===== config.mk =====
export PLATFORM = sky130hd
export DESIGN_NAME = rcm_cell
export DESIGN_NICKNAME = d
export VERILOG_FILES = /design/src/rtl/rcm_pkg.sv /design/src/rtl/rcm_cell.sv
export SDC_FILE = /design/constraint.sdc
export NUM_CORES = 1
export LEC_CHECK = 0
export ABC_CLOCK_PERIOD_IN_PS = 3300
export BUFFER_PORTS_ARGS = -buffer_cell sky130_fd_sc_hd__buf_2
export CAP_MARGIN = 5
export CORE_MARGIN = 10
export CORE_UTILIZATION = 45
export DETAILED_ROUTE_END_ITERATION = 12
export GPL_ROUTABILITY_DRIVEN = 0
export GPL_TIMING_DRIVEN = 0
export PLACE_DENSITY_LB_ADDON = 0.05
export SLEW_MARGIN = 20
export SYNTH_ARGS = -nofsm -noshare
export SYNTH_HDL_FRONTEND = slang
export SYNTH_SLANG_ARGS = --single-unit

===== constraint.sdc =====
create_clock -name clk -period 3.3 [get_ports clk]
set_clock_uncertainty 0.15 [all_clocks]
set_input_delay 0.66 -clock clk [delete_from_list [all_inputs] [get_ports clk]]
set_output_delay 0.66 -clock clk [all_outputs]
set_load 0.01 [all_outputs]

===== src/rtl/rcm_pkg.sv =====
// Package for the rank counting multiset: sizes, opcodes, the cell control
// bus and the controller state type. No dependencies.
`default_nettype none

package rcm_pkg;

  // Store depth and derived widths
  localparam int CAPACITY = 1024;
  localparam int CW       = $clog2(CAPACITY + 1);   // count / occupancy width
  localparam int IW       = $clog2(CAPACITY);       // cell index width
  localparam int VW       = 32;                     // stored value width

  // Adder tree shape: radix-4 heap over the cell hit bits
  localparam int RADIX = 4;

  function automatic int tree_levels(input int leaves);
    int lv;
    int span;
    lv   = 0;
    span = 1;
    while (span < leaves) begin
      span = span * RADIX;
      lv   = lv + 1;
    end
    return lv;
  endfunction

  localparam int LVLS      = tree_levels(CAPACITY);
  localparam int LEAF_PAD  = RADIX ** LVLS;
  localparam int INT_NODES = (LEAF_PAD - 1) / (RADIX - 1);
  localparam int CNT_W     = $clog2(LVLS + 2);

  // Opcodes
  localparam logic [1:0] OP_INSERT = 2'd0;
  localparam logic [1:0] OP_QUERY  = 2'd1;
  localparam logic [1:0] OP_CLEAR  = 2'd2;

  // Broadcast to every cell of the chain
  typedef struct packed {
    logic                 shift;  // insert: every cell takes its left neighbor
    logic [CW-1:0]        occ;    // cells below this index hold live values
    logic signed [VW-1:0] probe;  // query value
  } cell_bus_t;

  typedef enum logic {
    ST_IDLE,
    ST_RANK
  } state_t;

endpackage

`default_nettype wire


===== src/rtl/rcm_cell.sv =====
// One storage cell of the value chain: holds a value, hands it right on an
// insert, and flags whether it is live and not above the probe.
// Depends on rcm_pkg.
`default_nettype none

module rcm_cell import rcm_pkg::*; (
  input  logic                 clk,
  input  cell_bus_t            bus_i,
  input  logic [IW-1:0]        idx_i,
  input  logic signed [VW-1:0] din_i,
  output logic signed [VW-1:0] dout_o,
  output logic                 hit_o
);

  logic signed [VW-1:0] value_r;
  logic                 hit_r;

  // Shift register stage
  always_ff @(posedge clk) begin
    if (bus_i.shift) begin
      value_r <= din_i;
    end
  end

  // Live-and-not-greater flag, registered as a tree leaf
  always_ff @(posedge clk) begin
    hit_r <= (CW'(idx_i) < bus_i.occ) && (value_r <= $signed(bus_i.probe));
  end

  assign dout_o = value_r;
  assign hit_o  = hit_r;

endmodule

`default_nettype wire


; ---- Yosys cells after proc, flatten, opt, wreduce, memory -nomap -nowiden
; Cells that the tools add are included.
[totals]
elab_cells = 5
out_inout_bits = 33
reg_bits = 33
in_bits = 87
[op_classes]
n_lt_le_gt_ge = 2
n_reduce_logical = 1
[ops]
columns = operator, count
row1 = $le 32x32->1, 1
row2 = $lt 10x11->1, 1
row3 = $logic_and 1x1->1, 1

; ---- Depth between registers and ports, before layout
[depth]
depth_word = 2
ltp_mapped = 8
mapped_depth_nobuf = 8

; ---- Worst setup path after synthesis
; Ideal clock, no wire load.
[synth_path]
path_type = in2reg
start = input port bus_i[14] (netlist name)
end = register hit_r (netlist: hit_o)
setup_time_ns = 0.073
stages = 8
arrival_ns = 1.924
path_slack_ns = 1.153
cell_sequence = inv_1 -> ha_1 -> a21oi_1 -> nand2_1 -> a21o_1 -> o41ai_2 -> o22ai_1 -> nor3_2
[synth_via]
elab_chain_cells = 2
[synth_lines]
columns = item, line
row1 = start: declaration, rcm_cell.sv:8  ; input cell_bus_t bus_i,
row2 = $le 32x32->1, rcm_cell.sv:27  ; hit_r <= (CW'(idx_i) < bus_i.occ) && (value_r <= $signed(bus_i.probe));
row3 = $logic_and 1x1->1, rcm_cell.sv:27
row4 = end signal: assignment, rcm_cell.sv:27
row5 = end: declaration, rcm_cell.sv:16  ; logic hit_r;
; No other way between the ends.
; A chain may end at the register's enable or synchronous reset.

; ---- Worst setup path after layout
; Ends and elaborated chain as after synthesis.

==> run_results.csv <==
group,metric,value,unit
power_and_ir_drop,power.density,378,nW/um^2
power_and_ir_drop,sequentialPowerShare,48.9,%
timing,final_hold_viol_count,0,
timing,setup_viol,0,
synth,yosysUniqueCellTypes,25,
detailed_routing,first_iter_violations,38,
final_layout,fillCellCount,386,
setup_path,worstSetupEndpointType,"flop",
timing,rsz0062_at_grt,"false",
synth,ys_seq_area_share,47.9,%
floorplan,die_h,87.4,um
setup_path,cp.required,3360,ps
power_and_ir_drop,p_sw_share,27.7,%
setup_path,cpPeakStageDelay,330,ps
setup_path,regToRegSetupSlack,1310,ps
final_layout,syn_to_final_growth,36.3,%
place,dp_slack,923,ps
timing,clock.fmax,0.483,GHz
setup_path,timing.critical_path.cells,"buf_2, inv_1, ha_1, a21oi_1, nand2_1, a21o_1, o41ai_2, o22ai_1, nor3_2",
power_and_ir_drop,finalPower,1050,uW
timing,slew_headroom,50.8,%
global_routing,grt_pass1_wl,8450,um
synth,ys_warn_count,0,
detailed_routing,vias,1722,
floorplan,core,4380,um^2
floorplan,io_pins,120,
global_routing,grt_max_degree,33,
synth,yosys.area.top_type,"edfxtp_1",
floorplan,start_util,46.7,%
synth,ys.flop_type,"edfxtp_1",
synth,syn-instance-count,179,
final_layout,antenna_cells,0,
synth,synth_area_leaders,"edfxtp_1, ha_1, inv_1",
detailed_routing,wl,5280,um
setup_path,cp_max_fo,3,
synth,ys_top_cells_by_count,"ha_1, inv_1, edfxtp_1",
detailed_routing,route.detailed.drc,0,
synth,synth_area,2050,um^2
clock_tree,h-tree-depth,2,
detailed_routing,firstDrtPassIters,4,
clock_tree,cts_buffers,5,
clock_tree,cts_post_setup_buffers_inserted,0,
clock_tree,cts_tree,"done",
power_and_ir_drop,peakVddDrop,0.295,mV
timing,fin_crit_sh,62.8,%
global_routing,grt_use_total,13.7,%
final_layout,layout.nets,433,
setup_path,cp.arrival,2140,ps
timing,final.setup.tns,0,ps
global_routing,antenna_found_initial,0,
worst_hold_path,hold_class,"in2reg",
power_and_ir_drop,p_sw,291,uW
timing,fin_ws,1230,ps
clock_tree,cts.sinks,33,
synth,avgSynthCellArea,11.4,um^2
clock_tree,cts_max_path_buffers,2,
synth,synth_top_cell_area_share,46.9,%
timing,tightest_slew,737,ps
clock_tree,clk_pin_slew,70,ps
final_layout,instances_no_fill,358,
power_and_ir_drop,p_int,762,uW
clock_tree,hold_buffers,0,
place,dp_cells,350,
clock_tree,cts_root_buffer,"clkbuf_8",
floorplan,dieArea,7650,um^2
place,port_buffers,119,
clock_tree,cts_resized,0,
global_routing,grt_pass1_vias,1866,
detailed_routing,routedWlPerCell,14.8,um
timing,min_period,2070,ps
setup_path,cpMaxStageDelayCell,"o41ai_2",
place,dp_hpwl,4560,um
global_routing,overflow,0,
synth,async_reset_ff_share,0,%
synth,synth_edf_count,32,
clock_tree,insertion_delay,290,ps
setup_path,cp-start-kind,"input port",
synth,synth_nets,307,
setup_path,path_class,"in2reg",
timing,slew_viol_final,0,
detailed_routing,ant_nets,0,
run,cap_violations,0,
timing,holdWs,392,ps
detailed_routing,vias_per_cell,4.81,
outcome,status,"finished, final reports clean",
final_layout,drive_gt1_share,42.5,%
synth,ys_seq_elements,33,
power_and_ir_drop,pwr-share-clk,28.2,%
power_and_ir_drop,combPwrFrac,22.9,%
floorplan,die_w,87.4,um
floorplan,row_count,24,
power_and_ir_drop,p_leak,0.00151,uW
-- final cells by class --
cell class | instances | area [um^2] | share of cell area (%)
inverter | 41 | 154 | 5.52
timing repair buffer | 119 | 596 | 21.3
clock inverter | 2 | 10.0 | 0.359
multi-input combinational | 105 | 912 | 32.7
clock buffer | 6 | 72.6 | 2.60
tap | 52 | 65.1 | 2.33
sequential | 33 | 981 | 35.2
-- worst paths after layout --
| kind | cells past startpoint | from | endpoint |
|---|---|---|---|
| setup / recovery | 9 | bus_i[14] | hit_o$_DFF_P_ |
| hold / removal | 1 | din_i[11] | dout_o[11]$_DFFE_PP_ |
| setup reg to reg | 7 | dout_o[30]$_DFFE_PP_ | hit_o$_DFF_P_ |
| hold reg to reg | 3 | dout_o[31]$_DFFE_PP_ | hit_o$_DFF_P_ |
-- worst max-delay path, delay by kind of cell --
kind            cells  cell delay, ps
compound gates      4             810
fa+ha+maj           1             320
simple gates        2             230
buf+inv             2             110
-- per-layer routing --
| metal | global-route usage [%] | part of all wire [%] | vias up |
|---|---|---|---|
| met5 | 0 | 0 | - |
| met4 | 3.48 | 0.91 | 0 |
| met3 | 8.90 | 14 | 6 |
| met2 | 22.7 | 46 | 81 |
| met1 | 14.0 | 39 | 741 |
| li1 | - | - | 894 |
-- through the flow --
stage / area [um^2] / utilization [%]
2_1_floorplan: 2050 / -
3_3_place_gp: 2710 / 61.8
3_5_place_dp: 2710 / 61.8
4_1_cts: 2790 / 63.6
5_1_grt: 2790 / 63.6
6_report: 2790 / 63.6
-- placed cells by master (no fill, tap or decap), drive strengths merged --
master   netlist  layout
a211oi         3       3
a21boi         1       1
a21o           4       4
a21oi         16      16
a22oi          1       1
and4           1       1
buf            0     119
clkbuf         0       6
clkinv         0       2
dfxtp          1       1
edfxtp        32      32
ha            41      41
inv           41      41
nand2          7       7
nand2b         1       1
nand3          5       5
nand4          7       7
nor2           2       2
nor2b          2       2
nor3           4       4
nor4           1       1
o2111ai        1       1
o211ai         3       3
o21ai          3       3
o22ai          1       1
o41ai          1       1
-- power groups by stage --
stage / logic, uW / registers, uW / clock network, uW
after floorplan: 107 / 542 / 0
after global placement: 238 / 523 / 0
after detailed placement: 244 / 525 / 0
after CTS: 246 / 516 / 309
after global routing: 279 / 519 / 321
final: 241 / 516 / 297
-- flip-flops by register name, summed over array words and instances, names as in the netlist --
| signal | cells |
|---|---|
| dout_o | 32 |
| hit_o | 1 |
-- cells by family after synthesis --
logic type | count (synthesis) | synth area share [%]
buf+inv | 41 | 7.52
compound gates | 34 | 10.6
fa+ha+maj | 41 | 25.1
flops | 33 | 47.9
simple gates | 30 | 8.92
Note: power is estimated with default switching activity, not from simulation.
