<file path="src/rtl/rcm_pkg.sv">
// Package for the rank counting multiset: sizes, opcodes, the cell control
// bus and the controller state type. No dependencies.
`default_nettype none

package rcm_pkg;

  // Store depth and derived widths
  localparam int CAPACITY = 1024;
  localparam int CW       = $clog2(CAPACITY + 1);   // count / occupancy width
  localparam int IW       = $clog2(CAPACITY);       // cell index width
  localparam int VW       = 32;                     // stored value width

  // Adder tree shape: radix-4 heap over the cell hit bits
  localparam int RADIX = 4;

  function automatic int tree_levels(input int leaves);
    int lv;
    int span;
    lv   = 0;
    span = 1;
    while (span < leaves) begin
      span = span * RADIX;
      lv   = lv + 1;
    end
    return lv;
  endfunction

  localparam int LVLS      = tree_levels(CAPACITY);
  localparam int LEAF_PAD  = RADIX ** LVLS;
  localparam int INT_NODES = (LEAF_PAD - 1) / (RADIX - 1);
  localparam int CNT_W     = $clog2(LVLS + 2);

  // Opcodes
  localparam logic [1:0] OP_INSERT = 2'd0;
  localparam logic [1:0] OP_QUERY  = 2'd1;
  localparam logic [1:0] OP_CLEAR  = 2'd2;

  // Broadcast to every cell of the chain
  typedef struct packed {
    logic                 shift;  // insert: every cell takes its left neighbor
    logic [CW-1:0]        occ;    // cells below this index hold live values
    logic signed [VW-1:0] probe;  // query value
  } cell_bus_t;

  typedef enum logic {
    ST_IDLE,
    ST_RANK
  } state_t;

endpackage

`default_nettype wire

</file>
<file path="src/rtl/rcm_tree.sv">
// Registered radix-4 adder tree that counts the cell hit bits, with a
// register at every level. Depends on rcm_pkg.
`default_nettype none

module rcm_tree import rcm_pkg::*; (
  input  logic                clk,
  input  logic [CAPACITY-1:0] hit_i,
  output logic [CW-1:0]       sum_o
);

  logic [CW-1:0] node [INT_NODES];

  // Heap layout: node p has children RADIX*p+1 .. RADIX*p+RADIX,
  // indices at or past INT_NODES are leaves (padding leaves read zero)
  for (genvar p = 0; p < INT_NODES; p++) begin : g_node
    logic [CW-1:0] kid [RADIX];
    logic [CW-1:0] add;
    logic [CW-1:0] node_r;

    for (genvar k = 0; k < RADIX; k++) begin : g_kid
      localparam int C = RADIX * p + 1 + k;
      if (C < INT_NODES) begin : g_int
        assign kid[k] = node[C];
      end else if (C - INT_NODES < CAPACITY) begin : g_leaf
        assign kid[k] = CW'(hit_i[C - INT_NODES]);
      end else begin : g_pad
        assign kid[k] = '0;
      end
    end

    always_comb begin
      add = '0;
      for (int k = 0; k < RADIX; k++) begin
        add = CW'(add + kid[k]);
      end
    end

    always_ff @(posedge clk) begin
      node_r <= add;
    end

    assign node[p] = node_r;
  end

  assign sum_o = node[0];

endmodule

`default_nettype wire

</file>
<file path="config.mk">
export PLATFORM = sky130hd
export DESIGN_NAME = rcm_tree
export DESIGN_NICKNAME = d
export VERILOG_FILES = /design/src/rtl/rcm_pkg.sv /design/src/rtl/rcm_tree.sv
export SDC_FILE = /design/constraint.sdc
export NUM_CORES = 2
export LEC_CHECK = 0
export ABC_AREA = 1
export BUFFER_PORTS_ARGS = -buffer_cell sky130_fd_sc_hd__buf_2
export CORE_AREA = 2 2 408 410
export CTS_BUF_LIST = sky130_fd_sc_hd__clkbuf_4 sky130_fd_sc_hd__clkbuf_8
export CTS_CLUSTER_DIAMETER = 100
export DETAILED_ROUTE_END_ITERATION = 6
export DIE_AREA = 0 0 410 412
export PLACE_DENSITY = 0.69
export SLEW_MARGIN = 0
export SYNTH_ARGS = -nofsm -noshare
export SYNTH_HDL_FRONTEND = slang
export SYNTH_SLANG_ARGS = --single-unit
export TNS_END_PERCENT = 50
</file>
<file path="constraint.sdc">
create_clock -name clk -period 4.7 [get_ports clk]
set_clock_uncertainty 0.1 [all_clocks]
set_input_delay 0.94 -clock clk [delete_from_list [all_inputs] [get_ports clk]]
set_output_delay 0.94 -clock clk [all_outputs]
set_load 0.005 [all_outputs]
</file>
== Word level (Yosys, flattened, before mapping) ==
Cells that the tools add are included.
Operators by class
  add/subtract/negate cells: 1023
Operators with widths (count)
  adder 3 x 1 -> 4 bit: 256
  adder 2 x 1 -> 3 bit: 256
  adder 11 bit: 63
  adder 1 x 1 -> 2 bit: 256
  adder 6 x 4 -> 7 bit: 64
  adder 5 x 4 -> 6 bit: 64
  adder 4 x 4 -> 5 bit: 64
Word-level totals
  flip-flop bits (word level): 1959
  logic and storage cells: 1364

== Depth between registers and ports, before layout ==
  depth after elaboration: 3
  mapped depth: 14
  gate-level depth less buffers: 14

== Least setup slack after synthesis ==
Ideal clock, no wire load.
  kind: reg-to-reg
  start point: register g_node[1].node_r[1]
  end point: register g_node[0].node_r[9], in the netlist sum_o[9]
  arrival time: 2327 ps
  data required time: 4488 ps
  setup slack: 2161 ps
  cell stages (with the launch flop): 13
  path buffers: 0
  cells stage by stage: dfxtp_1 inv_1 fa_1 fa_1 inv_1 ha_1 fa_1 nand2_1 nand2_1 nand3_1 nand2_1 nand2_1 nand2_1
On the way
  longest elaborated chain between the ends: 3
RTL lines
  start: declaration: RTL line rcm_tree.sv:18  | logic [CW-1:0] node_r;
  start signal: assignment: RTL line rcm_tree.sv:39  | node_r <= add;
  adder 11 bit (3 in series): RTL line rcm_tree.sv:34  | add = CW'(add + kid[k]);
  via g_node[0].add[9]: RTL line rcm_tree.sv:17  | logic [CW-1:0] add;
  end signal: assignment: RTL line rcm_tree.sv:39
  end: declaration: RTL line rcm_tree.sv:18
The timed path passes the listed nets, and every way through them passes these cells.

== Worst setup path in the final report ==
  start point: register g_node[17].node_r[1]
  end point: register g_node[4].node_r[7]
On the way
  longest elaborated chain between the ends: 3
RTL lines (RTL line)
  start: declaration: rcm_tree.sv:18
  start signal: assignment: rcm_tree.sv:39
  adder 11 bit (3 in series): rcm_tree.sv:34
  via g_node[4].add[7]: rcm_tree.sv:17
  end signal: assignment: rcm_tree.sv:39
  end: declaration: rcm_tree.sv:18
The timed path passes the listed nets, and every way through them passes these cells.

==> results by group <==
Die
  – CORE AREA: 164,200 µm²
  – Die Area: 168,900 µm²
  – Starting Density: 39.42%
  – Die extent in y: 412 µm
  – Die W: 410 µm
  – Num ports: 1,036
  – # rows: 149

Critical path
  – Reg2Reg Depth: 13
  – Reg2reg end: g_node[4].node_r[7]$_DFF_P_
  – Setup Crit Path Kind: flip-flop to flip-flop
  – CP Max Fanout: 2
  – Crit end category: flip-flop
  – Worst reg2reg startpoint: g_node[17].node_r[1]$_DFF_P_
  – Reg2reg setup slack: 1.96 ns
  – CP cell instances: inv_1 -> fa_1 -> inv_1 -> fa_1 -> ha_1 -> inv_1 -> fa_1 -> inv_1 -> nand2_1 -> nand2_1 -> nand3_1 -> nand3_1 -> nand2_1
  – WP data required: 5.37 ns
  – Setup crit start kind: flip-flop
  – Crit path largest cell delay: 0.53 ns
  – Worst Setup EP: g_node[4].node_r[7]$_DFF_P_
  – CP arrival: 3.40 ns
  – Worst path slowest cell: fa_1
  – Cell mode on critical path: inv_1
  – Crit path from: g_node[17].node_r[1]$_DFF_P_

CTS
  – CTS max path bufs: 3
  – Hold Buf Count CTS: 0
  – Clock slew at reported path FFs: 0.07 ns
  – Root buffer cell: clkbuf_8
  – CTS Sinks: 1,247
  – Setup Buffers After CTS: 0
  – Clk Latency, worst-skew pair: 0.90 ns
  – TritonCTS clock tree: done
  – CTS H-Tree Depth: 4
  – Resize count post-CTS: 0
  – Num CTS Buffers: 205

Logic synthesis
  – Yosys reg bits: 1,247
  – Syn Inst Count: 5,668
  – Mapped cell area: 64,740 µm²
  – Avg Cell Area, Syn: 11.42 µm²
  – Sequential area share after synthesis: 38.56%
  – Yosys Warn Count: 0
  – Net Count, Synth: 8,473
  – Number of library cell types mapped by synthesis: 18

Power and ir drop
  – Combinational Power Share: 55.0%
  – Flop pwr share: 27.2%
  – Switch Pwr: 24.26 mW
  – VDD IR max: 0.4875 mV
  – Switching part of the total: 41.37%
  – Pwr per Cell Area: 757.9 nW/µm²
  – Cell Int Power: 34.39 mW
  – Clock group share of total power: 17.8%
  – LEAKAGE: 43.11 nW

Cells and area
  – Layout cells sized above 1: 19.84%
  – Register area: 24,960 µm²
  – Area of the multi-input gates: 32,260 µm²
  – Area delta synth->final: 19.53%
  – Final cell utilization of the core: 47.12%
  – Nets: 9,715
  – Final cell count without fillers: 9,282
  – Fillers: 15,014

Placed design
  – Inst Count DP: 8,892
  – Input/output buffers: 1,035
  – HPWL reported at the end of detailed placement: 133,100 µm
  – Placer's final routability congestion estimate: 0.9814

STA
  – Final period util: 58.22%
  – Relative slew slack: 69.14%
  – Unrepaired setup endpoints after global routing: false
  – Min Hold Slack: 0.1581 ns
  – Fin crit period: 2.736 ns
  – Worst-Margin Slew: 0.4597 ns
  – Final Max Tran Viols: 0
  – Hold Fails Final Rpt: 0
  – TNS Setup: 0 ns
  – Final setup viols: 0
  – Max Freq: 0.3655 GHz

Drt
  – Drt wl/cell: 16.33 µm
  – Drt drc: 0
  – Via-per-instance ratio: 4.155
  – Post-route ant nets: 0
  – Routed Wire Length: 151,600 µm
  – Via count: 38,568
  – Initial detailed-routing violation count: 1,096
  – Pre-Repair DR Iteration Count: 6

Min path
  – Worst hold path class: input pin to flip-flop

GRT
  – Grt total ovfl: 0
  – GR Util All Layers: 18.44%
  – Initial antenna violation count: 68
  – First-pass GRT wire length: 236,100 µm
  – Pin count of the biggest net entering global routing: 17
  – Vias in the first global route: 44,184

Job
  – Max Cap Viol: 0

Outcome
  – Status: finished clean
==> sequential cells by signal, indices dropped and copies added, names as in the netlist <==
signal and flops:
g_node.node_r 1236, sum_o 11
==> worst max-delay path, delay by kind of cell (launching register included) <==
family / cells / cell delay (ns)
flip-flops: 1 / 0.32
buffers and inverters: 4 / 0.22
AND/OR/NAND/NOR: 5 / 0.36
adder cells (fa/ha/maj): 4 / 1.61
==> through the flow <==
step                worst slack (ns)  power (mW)  area [µm²]
floorplan                      2.161       38.11       64740
global placement               1.921       48.48       72660
detailed placement             1.923       49.15       72660
CTS                            1.907       60.21       77320
global route                   1.760       65.40       77360
finish                         1.964       58.65       77390
==> synthesized netlist by cell type (all sizes together) <==
cell type,count,area (µm²)
or2,9,58.81
fa,874,17500
ha,906,11340
xor2,77,674.4
inv,2004,7522
o21ai,1,5.000
nor2,31,118.9
dfxtp,1247,24960
nand4,1,6.260
a21oi,127,635.6
nand3,110,555.5
nand3b,17,127.6
xnor2,50,437.9
nand2,214,805.8
==> cells by family (layout without fill, tap and decap cells) <==
group           Yosys count  after routing  synth area share, %
fa+ha+maj              1780           1780                44.53
flops                  1247           1247                38.56
other cells               0             27                    0
buf+inv                2004           3402                11.62
xor+xnor                127            127                1.718
simple gates            382            382                2.584
compound gates          128            128               0.9894
==> how the worst min path moves through the flow <==
stage / slack (ns) / from / to / cells past startpoint
after floorplan: 0.33 / g_node[44].node_r[0]$_DFF_P_ / g_node[10].node_r[0]$_DFF_P_ / 1
after global placement: 0.34 / g_node[136].node_r[0]$_DFF_P_ / g_node[33].node_r[0]$_DFF_P_ / 1
after detailed placement: 0.34 / g_node[136].node_r[0]$_DFF_P_ / g_node[33].node_r[0]$_DFF_P_ / 1
after CTS: 0.03 / hit_i[278] / g_node[154].node_r[0]$_DFF_P_ / 2
after global routing: 0.05 / hit_i[802] / g_node[285].node_r[0]$_DFF_P_ / 2
final: 0.16 / hit_i[278] / g_node[154].node_r[0]$_DFF_P_ / 2
==> power groups by stage <==
stage	sequential, mW	clock, mW	combinational, mW
floorplan	15.6	0	22.5
global placement	16.2	0	32.3
detailed placement	16.2	0	32.9
CTS	16.0	10.8	33.4
global route	16.3	11.3	37.8
finish	15.9	10.5	32.3
==> final cells by class <==
class                           count  share of cell area [%]
Multi-Input combinational cell   2417                   41.68
Timing Repair Buffer             1035                   6.694
Tap cell                         2189                   3.539
Inverter                         2004                   9.720
Clock buffer                      318                   5.300
Clock inverter                     45                  0.7162
Sequential cell                  1247                   32.26
Antenna cell                       27                 0.08731
==> placed cells by master (no fill, tap or decap), types with 77 or more instances in the layout <==
cell,count
fa_1,874
xor2_1,77
nand2_1,213
nand3_1,109
ha_1,906
dfxtp_1,1247
clkbuf_8,274
buf_2,1035
a21oi_1,127
inv_1,2004
==> per-layer routing <==
| layer | wire length [µm] | vias to the layer above | global-route usage, % |
|---|---|---|---|
| li1 | - | 18890 | - |
| met1 | 61790 | 18415 | 21.75 |
| met2 | 76350 | 874 | 32.50 |
| met3 | 8820 | 327 | 4.982 |
| met4 | 4255 | 62 | 5.819 |
| met5 | 394 | - | 0 |
Power figures use the tool's default switching activity.
